[src/rtl/core/level_meter_ballistics_macros.svh]
// ----------------------------------------------------------------------------
// Level meter ballistics: assertion macros
// Concurrent assertion helpers shared by the meter RTL.
// ----------------------------------------------------------------------------
`ifndef LEVEL_METER_BALLISTICS_MACROS_SVH
`define LEVEL_METER_BALLISTICS_MACROS_SVH

// Same-cycle implication, disabled while reset is high
`define LMB_ASSERT_NOW(label, clk, rst, ante, cons, msg) \
   label: assert property (@(posedge clk) disable iff (rst) (ante) |-> (cons)) \
      else $error(msg);

// Next-cycle implication, disabled while reset is high
`define LMB_ASSERT_NEXT(label, clk, rst, ante, cons, msg) \
   label: assert property (@(posedge clk) disable iff (rst) (ante) |=> (cons)) \
      else $error(msg);

`endif

[src/rtl/core/lmb_pkg.sv]
// ----------------------------------------------------------------------------
// lmb_pkg
// Types and constants for the level meter ballistics block.
// ----------------------------------------------------------------------------
`timescale 1ns / 1ps

package lmb_pkg;

   // Level format: signed Q7.8 dB
   localparam int LEVEL_W   = 16;
   localparam int COEF_W    = 16;
   localparam int HOLD_W    = 11;
   localparam int HOLD_MS_W = 16;

   // dB constants in Q7.8
   localparam logic signed [LEVEL_W-1:0] LEVEL_RESET  = -16'sd25600;  // -100 dB
   localparam logic signed [LEVEL_W-1:0] DRAWN_RESET  = -16'sd32768;
   localparam logic        [LEVEL_W:0]   DB_0P1       = 17'd26;
   localparam logic        [LEVEL_W:0]   DB_0P5       = 17'd128;
   localparam logic signed [LEVEL_W:0]   DB_0P3       = 17'sd77;

   // Smoothing coefficients, unsigned Q0.16
   localparam logic [COEF_W-1:0] COEF_NEAR  = 16'd60293;  // 0.92
   localparam logic [COEF_W-1:0] COEF_MID   = 16'd55706;  // 0.85
   localparam logic [COEF_W-1:0] COEF_RESET = 16'd52429;  // 0.80

   // hold ticks = hold_ms * 20 / 1000 = hold_ms / 50, by reciprocal:
   // floor(x * 83887 / 2^22) is exact for every 16-bit x
   localparam int                 HOLD_RECIP_W = 17;
   localparam logic [HOLD_RECIP_W-1:0] HOLD_RECIP = 17'd83887;
   localparam int                 HOLD_SHIFT   = 22;
   localparam logic [HOLD_MS_W-1:0] HOLD_MS_RESET = 16'd1500;

   // Item kinds
   localparam logic KIND_LEVEL = 1'b0;
   localparam logic KIND_TICK  = 1'b1;

   // Register indexes
   localparam logic [1:0] REG_SMOOTHING_COEF   = 2'd0;
   localparam logic [1:0] REG_PEAK_HOLD_ENABLE = 2'd1;
   localparam logic [1:0] REG_HOLD_MS          = 2'd2;

   typedef struct packed {
      logic [COEF_W-1:0]    smoothing_coef;
      logic                 peak_hold_enable;
      logic [HOLD_MS_W-1:0] hold_ms;
   } lmb_cfg_type;

   typedef struct packed {
      logic signed [LEVEL_W-1:0] current_level;
      logic signed [LEVEL_W-1:0] smoothed_level;
      logic signed [LEVEL_W-1:0] peak_level;
      logic        [HOLD_W-1:0]  hold_count;
      logic signed [LEVEL_W-1:0] last_drawn_level;
   } lmb_state_type;

   typedef struct packed {
      logic signed [LEVEL_W-1:0] smoothed_db;
      logic signed [LEVEL_W-1:0] peak_db;
      logic                      redraw;
      logic                      holding;
   } lmb_result_type;

endpackage

[src/rtl/core/lmb_update.sv]
// ----------------------------------------------------------------------------
// lmb_update
// Next-state and result logic for one meter transaction (level or tick).
// ----------------------------------------------------------------------------
`timescale 1ns / 1ps

module lmb_update (
   input  logic                                   kind,
   input  logic signed [lmb_pkg::LEVEL_W-1:0]     level_db,
   input  lmb_pkg::lmb_cfg_type                   cfg,
   input  lmb_pkg::lmb_state_type                 state_cur,
   output lmb_pkg::lmb_state_type                 state_nxt,
   output lmb_pkg::lmb_result_type                result
);
   import lmb_pkg::*;

   logic [HOLD_MS_W+HOLD_RECIP_W-1:0] hold_prod;
   logic [HOLD_W-1:0]                 hold_ticks;
   logic signed [LEVEL_W:0]           tgt_diff;      // target - smoothed
   logic        [LEVEL_W:0]           tgt_dist;
   logic        [COEF_W-1:0]          coef;
   logic signed [LEVEL_W:0]           old_diff;      // smoothed - target
   logic signed [2*LEVEL_W+1:0]       prod;
   logic signed [2*LEVEL_W+1:0]       prod_rnd;
   logic signed [2*LEVEL_W+1:0]       step;
   logic signed [LEVEL_W-1:0]         smooth_new;
   logic signed [LEVEL_W:0]           draw_diff;
   logic        [LEVEL_W:0]           draw_dist;
   logic signed [LEVEL_W:0]           decayed;
   logic signed [LEVEL_W:0]           cur_ext;
   logic                              redraw;

   // Hold length in ticks (max 1310, no saturation needed)
   assign hold_prod  = {{HOLD_RECIP_W{1'b0}}, cfg.hold_ms} *
                       {{HOLD_MS_W{1'b0}}, HOLD_RECIP};
   assign hold_ticks = hold_prod[HOLD_SHIFT +: HOLD_W];

   // Coefficient select by distance to target
   assign tgt_diff = {state_cur.current_level[LEVEL_W-1], state_cur.current_level}
                   - {state_cur.smoothed_level[LEVEL_W-1], state_cur.smoothed_level};
   assign tgt_dist = tgt_diff[LEVEL_W] ? (LEVEL_W+1)'(-tgt_diff) : tgt_diff;
   assign coef     = (tgt_dist < DB_0P1) ? COEF_NEAR :
                     (tgt_dist < DB_0P5) ? COEF_MID  : cfg.smoothing_coef;

   // One-pole step: target + round((old - target) * coef / 2^16)
   assign old_diff   = (LEVEL_W+1)'(-tgt_diff);
   assign prod       = (2*LEVEL_W+2)'(old_diff) *
                       (2*LEVEL_W+2)'($signed({1'b0, coef}));
   assign prod_rnd   = prod + (2*LEVEL_W+2)'(32768);
   assign step       = prod_rnd >>> COEF_W;
   assign smooth_new = state_cur.current_level + step[LEVEL_W-1:0];

   // Dead zone against last drawn value
   assign draw_diff = {smooth_new[LEVEL_W-1], smooth_new}
                    - {state_cur.last_drawn_level[LEVEL_W-1], state_cur.last_drawn_level};
   assign draw_dist = draw_diff[LEVEL_W] ? (LEVEL_W+1)'(-draw_diff) : draw_diff;

   // Peak decay, floored at the current level
   assign cur_ext = {state_cur.current_level[LEVEL_W-1], state_cur.current_level};
   assign decayed = {state_cur.peak_level[LEVEL_W-1], state_cur.peak_level} - DB_0P3;

   always_comb begin
      state_nxt = state_cur;
      redraw    = 1'b0;
      if (kind == KIND_LEVEL) begin
         state_nxt.current_level = level_db;
         if (level_db > state_cur.peak_level) begin
            state_nxt.peak_level = level_db;
            state_nxt.hold_count = hold_ticks;
         end
      end else begin
         state_nxt.smoothed_level = smooth_new;
         if (draw_dist > DB_0P1) begin
            state_nxt.last_drawn_level = smooth_new;
            redraw                     = 1'b1;
         end
         if (cfg.peak_hold_enable && (state_cur.hold_count != '0)) begin
            state_nxt.hold_count = state_cur.hold_count - HOLD_W'(1);
         end else if (decayed > cur_ext) begin
            state_nxt.peak_level = decayed[LEVEL_W-1:0];
         end else begin
            state_nxt.peak_level = state_cur.current_level;
         end
      end
   end

   // Result reflects the state after the transaction
   always_comb begin
      result.smoothed_db = state_nxt.smoothed_level;
      result.peak_db     = state_nxt.peak_level;
      result.redraw      = redraw;
      result.holding     = (state_nxt.hold_count != '0);
   end

endmodule

[src/rtl/core/level_meter_ballistics.sv]
// ----------------------------------------------------------------------------
// level_meter_ballistics
// Peak-hold dB meter with level-dependent smoothing, one result per item.
// ----------------------------------------------------------------------------
//  channel | direction | handshake              | payload
//  req     | in        | req_tvalid/req_tready  | tdata level_db, tuser kind
//  rsp     | out       | rsp_tvalid/rsp_tready  | tdata smoothed, peak, redraw, holding
//  csr     | in        | APB, pready tied high  | 3 registers at 0x0, 0x4, 0x8
//
//  One transaction per cycle sustained while rsp_tready is high; an item passes
//  the input register, then update logic into the result register. The path is
//  set by the smoothing multiply plus the dead-zone compare. Synchronous reset
//  loads -100 dB meter levels, a -128 dB last drawn level and register defaults.
//  A stalled result register holds the input register, which then drops req_tready.
// ----------------------------------------------------------------------------
`timescale 1ns / 1ps
`include "level_meter_ballistics_macros.svh"

module level_meter_ballistics (
   input  logic        clock,
   input  logic        reset,
   // input stream
   input  logic        req_tvalid,
   output logic        req_tready,
   input  logic [15:0] req_tdata,    // [15:0] level_db
   input  logic        req_tuser,    // [0] kind
   // result stream
   output logic        rsp_tvalid,
   input  logic        rsp_tready,
   output logic [39:0] rsp_tdata,    // [15:0] smoothed_db, [31:16] peak_db,
                                     // [32] redraw, [33] holding, [39:34] zero
   // configuration
   input  logic        csr_psel,
   input  logic        csr_penable,
   input  logic        csr_pwrite,
   input  logic [3:0]  csr_paddr,
   input  logic [31:0] csr_pwdata,
   output logic [31:0] csr_prdata,
   output logic        csr_pready
);
   import lmb_pkg::*;

   lmb_cfg_type               cfg_ff, cfg_in;
   lmb_state_type             state_ff, state_in;
   lmb_result_type            result;
   lmb_result_type            rsp_ff, rsp_in;
   logic                      in_valid_ff, in_valid_in;
   logic                      in_kind_ff, in_kind_in;
   logic signed [LEVEL_W-1:0] in_level_ff, in_level_in;
   logic                      rsp_valid_ff, rsp_valid_in;
   logic                      advance;
   logic                      csr_wr;
   logic [1:0]                csr_idx;

   // Configuration port
   assign csr_pready = 1'b1;
   assign csr_wr     = csr_psel && csr_penable && csr_pwrite && csr_pready;
   assign csr_idx    = csr_paddr[3:2];

   always_comb begin
      cfg_in = cfg_ff;
      if (csr_wr) begin
         case (csr_idx)
            REG_SMOOTHING_COEF:   cfg_in.smoothing_coef   = csr_pwdata[COEF_W-1:0];
            REG_PEAK_HOLD_ENABLE: cfg_in.peak_hold_enable = csr_pwdata[0];
            REG_HOLD_MS:          cfg_in.hold_ms          = csr_pwdata[HOLD_MS_W-1:0];
            default:              cfg_in                  = cfg_ff;
         endcase
      end
   end

   always_comb begin
      case (csr_idx)
         REG_SMOOTHING_COEF:   csr_prdata = {16'd0, cfg_ff.smoothing_coef};
         REG_PEAK_HOLD_ENABLE: csr_prdata = {31'd0, cfg_ff.peak_hold_enable};
         REG_HOLD_MS:          csr_prdata = {16'd0, cfg_ff.hold_ms};
         default:              csr_prdata = 32'd0;
      endcase
   end

   // Stage control: update runs when the result register can take a result
   assign advance    = in_valid_ff && (!rsp_valid_ff || rsp_tready);
   assign req_tready = !in_valid_ff || advance;

   always_comb begin
      in_valid_in = in_valid_ff;
      in_kind_in  = in_kind_ff;
      in_level_in = in_level_ff;
      if (req_tready) begin
         in_valid_in = req_tvalid;
         in_kind_in  = req_tuser;
         in_level_in = req_tdata;
      end
   end

   lmb_update u_update (
      .kind      (in_kind_ff),
      .level_db  (in_level_ff),
      .cfg       (cfg_ff),
      .state_cur (state_ff),
      .state_nxt (state_in),
      .result    (result)
   );

   // Result register
   always_comb begin
      rsp_valid_in = rsp_valid_ff;
      rsp_in       = rsp_ff;
      if (advance) begin
         rsp_valid_in = 1'b1;
         rsp_in       = result;
      end else if (rsp_tready) begin
         rsp_valid_in = 1'b0;
      end
   end

   assign rsp_tvalid = rsp_valid_ff;
   assign rsp_tdata  = {6'd0, rsp_ff.holding, rsp_ff.redraw,
                        rsp_ff.peak_db, rsp_ff.smoothed_db};

   always_ff @(posedge clock) begin
      if (reset) begin
         cfg_ff.smoothing_coef   <= COEF_RESET;
         cfg_ff.peak_hold_enable <= 1'b1;
         cfg_ff.hold_ms          <= HOLD_MS_RESET;
         state_ff.current_level    <= LEVEL_RESET;
         state_ff.smoothed_level   <= LEVEL_RESET;
         state_ff.peak_level       <= LEVEL_RESET;
         state_ff.hold_count       <= '0;
         state_ff.last_drawn_level <= DRAWN_RESET;
         in_valid_ff  <= 1'b0;
         rsp_valid_ff <= 1'b0;
      end else begin
         cfg_ff       <= cfg_in;
         in_valid_ff  <= in_valid_in;
         rsp_valid_ff <= rsp_valid_in;
         if (advance) begin
            state_ff <= state_in;
         end
      end
   end

   // Payload registers
   always_ff @(posedge clock) begin
      in_kind_ff  <= in_kind_in;
      in_level_ff <= in_level_in;
      rsp_ff      <= rsp_in;
   end

   // Checks
   `LMB_ASSERT_NOW(a_peak_not_below_level, clock, reset, 1'b1,
      $signed(state_ff.peak_level) >= $signed(state_ff.current_level),
      "peak fell below current level")
   `LMB_ASSERT_NEXT(a_level_stored, clock, reset, advance && (in_kind_ff == KIND_LEVEL),
      state_ff.current_level == $past(in_level_ff), "level transaction not stored")
   `LMB_ASSERT_NEXT(a_hold_freezes_peak, clock, reset,
      advance && (in_kind_ff == KIND_TICK) && cfg_ff.peak_hold_enable &&
      (state_ff.hold_count != '0),
      $stable(state_ff.peak_level) &&
      (state_ff.hold_count == $past(state_ff.hold_count) - HOLD_W'(1)),
      "peak moved or hold not counted during hold")
   `LMB_ASSERT_NEXT(a_result_follows, clock, reset, advance, rsp_tvalid,
      "update produced no result")

endmodule
[config.mk]
export PLATFORM = sky130hd
export DESIGN_NAME = level_meter_ballistics
export DESIGN_NICKNAME = d
export VERILOG_FILES = /design/src/rtl/core/lmb_pkg.sv /design/src/rtl/core/lmb_update.sv /design/src/rtl/core/level_meter_ballistics.sv
export VERILOG_INCLUDE_DIRS = /design/src /design/src/rtl/core
export SDC_FILE = /design/constraint.sdc
export NUM_CORES = 2
export LEC_CHECK = 0
export ABC_AREA = 1
export BUFFER_PORTS_ARGS = -buffer_cell sky130_fd_sc_hd__clkbuf_2
export CAP_MARGIN = 5
export CELL_PAD_IN_SITES_DETAIL_PLACEMENT = 1
export CELL_PAD_IN_SITES_GLOBAL_PLACEMENT = 1
export CORE_MARGIN = 2
export CORE_UTILIZATION = 48
export CTS_BUF_LIST = sky130_fd_sc_hd__clkbuf_16
export DETAILED_ROUTE_END_ITERATION = 8
export GPL_ROUTABILITY_DRIVEN = 0
export PLACE_DENSITY_LB_ADDON = 0.1
export SETUP_SLACK_MARGIN = 0.2
export SYNTH_ARGS = -nofsm -noshare
export SYNTH_HDL_FRONTEND = slang
export SYNTH_SLANG_ARGS = --single-unit
[constraint.sdc]
create_clock -name clock -period 13.4 [get_ports clock]
set_input_delay 1.34 -clock clock [delete_from_list [all_inputs] [get_ports clock]]
set_output_delay 1.34 -clock clock [all_outputs]
set_load 0.02 [all_outputs]
==> impl_metrics.toml <==
[status]
run_status = "finished, final reports clean"

[clock_network]
clk_pin_slew_ns = 0.07
cts_buffers = 17
h-tree-depth = 4
cts.sinks = 161
cts_buffer_depth = 2
cts_tree = "yes"
clkLatencyLatePin_ns = 0.47
root_buffer = "clkbuf_16"

[critical_path]
path_common_cell = "nand2_2"
cp-end-kind = "flop"
r2r-end = "state_ff[14]"
startpoint_type = "flop"
slowest_stage = "fa_2"
crit_type = "flop to flop"
worst-path-buf-inv = 14
rrSetupSlack_ns = 0.43
crit_path_start = "state_ff[59]"
rr_worst_depth = 76
regToRegStartpoint = "state_ff[59]"
crit_family = "adder cells"
path_depth = 76
crit_fanout = 8
required_ns = 13.76
cpPeakStageDelay_ns = 0.59
cp.arrival_ns = 13.33

[worst_hold_path]
hold_path_depth = 2
min_to = "state_ff[12]"
hold_class = "flop to flop"
worst_hold_startpoint = "state_ff[12]"

[cells_and_area]
drive_above_1_share = 0.1480
post-route-util = 0.5561
fin_nets = 4388
antenna_cells = 0
final_area_mm2 = 0.03058
instances_no_fill = 4410
syn2layout_area_growth_pct = 14.99

[logic_synthesis]
ys_seq_area_frac = 0.1404
synth_top_area_frac = 0.2756
synth-seq-cells = 161
synth_top_flop_cell = "dfxtp_1"
netlist_area_mm2 = 0.02659
synth_enable_flop_cells = 51
yosysTopAreaCell = "fa_1"
synth_area_leaders = "fa_1, ha_1, inv_1"
postSynthCellCount = 3426
async_flop_share = 0
ys.warnings.count = 0
synth_cell_type_count = 58
syn_avg_cell_area_um2 = 7.761

[timing]
period_needed_ns = 12.97
min_period_over_period = 0.9682
max_freq_mhz = 77.08
final.setup.worst_slack_ns = 0.4260
slew_viol_final = 0
max_slew.worst_pin.slew_ns = 1.109
clock_skew_ns = 0.02166
relSlewSlack = 0.2604
hold_viol = 0
setup_viol = 0

[global_routing]
grt_pass1_wl_mm = 133.7
antenna_found_initial = 1
grt_pass1_vias = 25632
grt-ovfl-total = 0
track_usage = 0.2987
grt_max_degree = 72

[drt]
postRouteAntennaNets = 0
dr.pass1.iters = 5
first_iter_violations = 1211
drc = 0
viasPerCell = 5.341
routed_wl_mm = 85.26
vias = 23555
wire_per_inst_um = 19.33

[placement]
dp_worst_setup_slack_ns = -0.3431
hpwl_mm = 70.37
portBuffers = 93
dp_cells = 4341
postPlaceCellArea_mm2 = 0.02880

[floorplanning]
dieArea_mm2 = 0.05730
std_cell_rows = 86
chipHeight_um = 239.4
start_util = 0.4836
core_mm2 = 0.05499
die_w_um = 239.4
ios = 135

[run]
maxCapViolations = 0
==> worst reg2reg max path: cells and delay by family, from the launching register on <==
kind / cells / cell delay (ns)
adders and majority gates: 12 / 4.84
and+or+nand+nor: 33 / 3.50
AOI/OAI and AO/OA: 14 / 1.98
buffers and inverters: 14 / 1.62
xor gates and xnor gates: 3 / 0.62
DFF: 1 / 0.34
==> layout make-up <==
cell class                      count  area [um^2]
Clock inverter                     15        183.9
Sequential cell                   161         3739
Clock buffer                       17        425.4
Tap cell                          748        935.9
Fill cell                        6767        24410
Timing Repair Buffer              286         2028
Inverter                          799         3027
Multi-Input combinational cell   2384        20240
==> through the flow <==
step | setup TNS [ns] | hold slack [ns]
after floorplan | 0 | 0.4407
after global placement | 0 | 0.4525
after detailed placement | -4.915 | 0.4737
after CTS | 0 | 0.4898
after global routing | -1.224 | 0.5247
final | 0 | 0.4971
==> layer usage <==
layer	wire length [um]	GRT usage
met5	0	0
met4	2656	0.1106
met3	2753	0.02939
met2	43740	0.5287
met1	36110	0.3774
==> how the worst max path moves through the flow <==
stage / to / slack [ns]
floorplan: state_ff[0] / 1.59
global placement: state_ff[6] / 0.07
detailed placement: state_ff[9] / -0.34
CTS: state_ff[9] / 0.21
finish: state_ff[14] / 0.43
global route: state_ff[9] / -0.12
==> layout by cell type, fill, tap and decap left out, types with 20 or more instances in the layout <==
cell / count
clkbuf_2: 94
nor3_1: 28
o21ai_1: 23
dfxtp_1: 106
fa_1: 352
ha_1: 290
nand3_1: 90
nor2_1: 325
xnor2_1: 28
nand2_1: 468
o21ai_0: 193
inv_1: 764
conb_1: 23
o211ai_1: 25
a21oi_1: 192
nand2_2: 47
edfxtp_1: 51
buf_4: 180
nand4_1: 23
nor2_2: 23
inv_2: 20
xor2_1: 56
==> cells in the mapped netlist, types with 8 or more instances <==
cell type and number:
dfxtp_1 110, nand4_1 23, buf_4 24, nand2_1 502, inv_2 11, inv_1 778
clkinv_1 10, o211ai_1 25, nor2_1 348, o21ai_0 212, a21o_1 12, xor2_1 63
fa_1 366, ha_1 313, xnor2_1 30, nand2_2 22, a21oi_1 214, nor3_1 29
nand3_1 96, clkbuf_1 66, o21ai_1 13, edfxtp_1 51, buf_2 8, o22ai_1 9
==> timing repair <==
action | 4_1_cts | 5_1_grt
endpoints found under the setup margin | 17 | 17
buffers inserted | 0 | 35
hold buffers | 0 | 0
gates resized for setup | 17 | 204
pin swaps | 0 | 80
cloned | 0 | 2
==> sequential cells by signal, summed over array words and instances, names as in the netlist <==
signal       cells
state_ff        75
cfg_ff          33
in_valid_ff      1
in_level_ff     16
rsp_tdata       34
in_kind_ff       1
rsp_tvalid       1
==> kinds of logic after synthesis <==
kind of cell    Yosys count  synth area share
compound gates          530            0.1087
other cells               2         0.0002824
flops                   161            0.1404
xor+xnor                 93           0.03063
buf+inv                 902            0.1317
fa+ha+maj               679            0.4228
simple gates           1059            0.1654
Power is left out: the tool's default activity adds up to more than one toggle a clock period on the data nets, which glitch-free logic cannot reach.
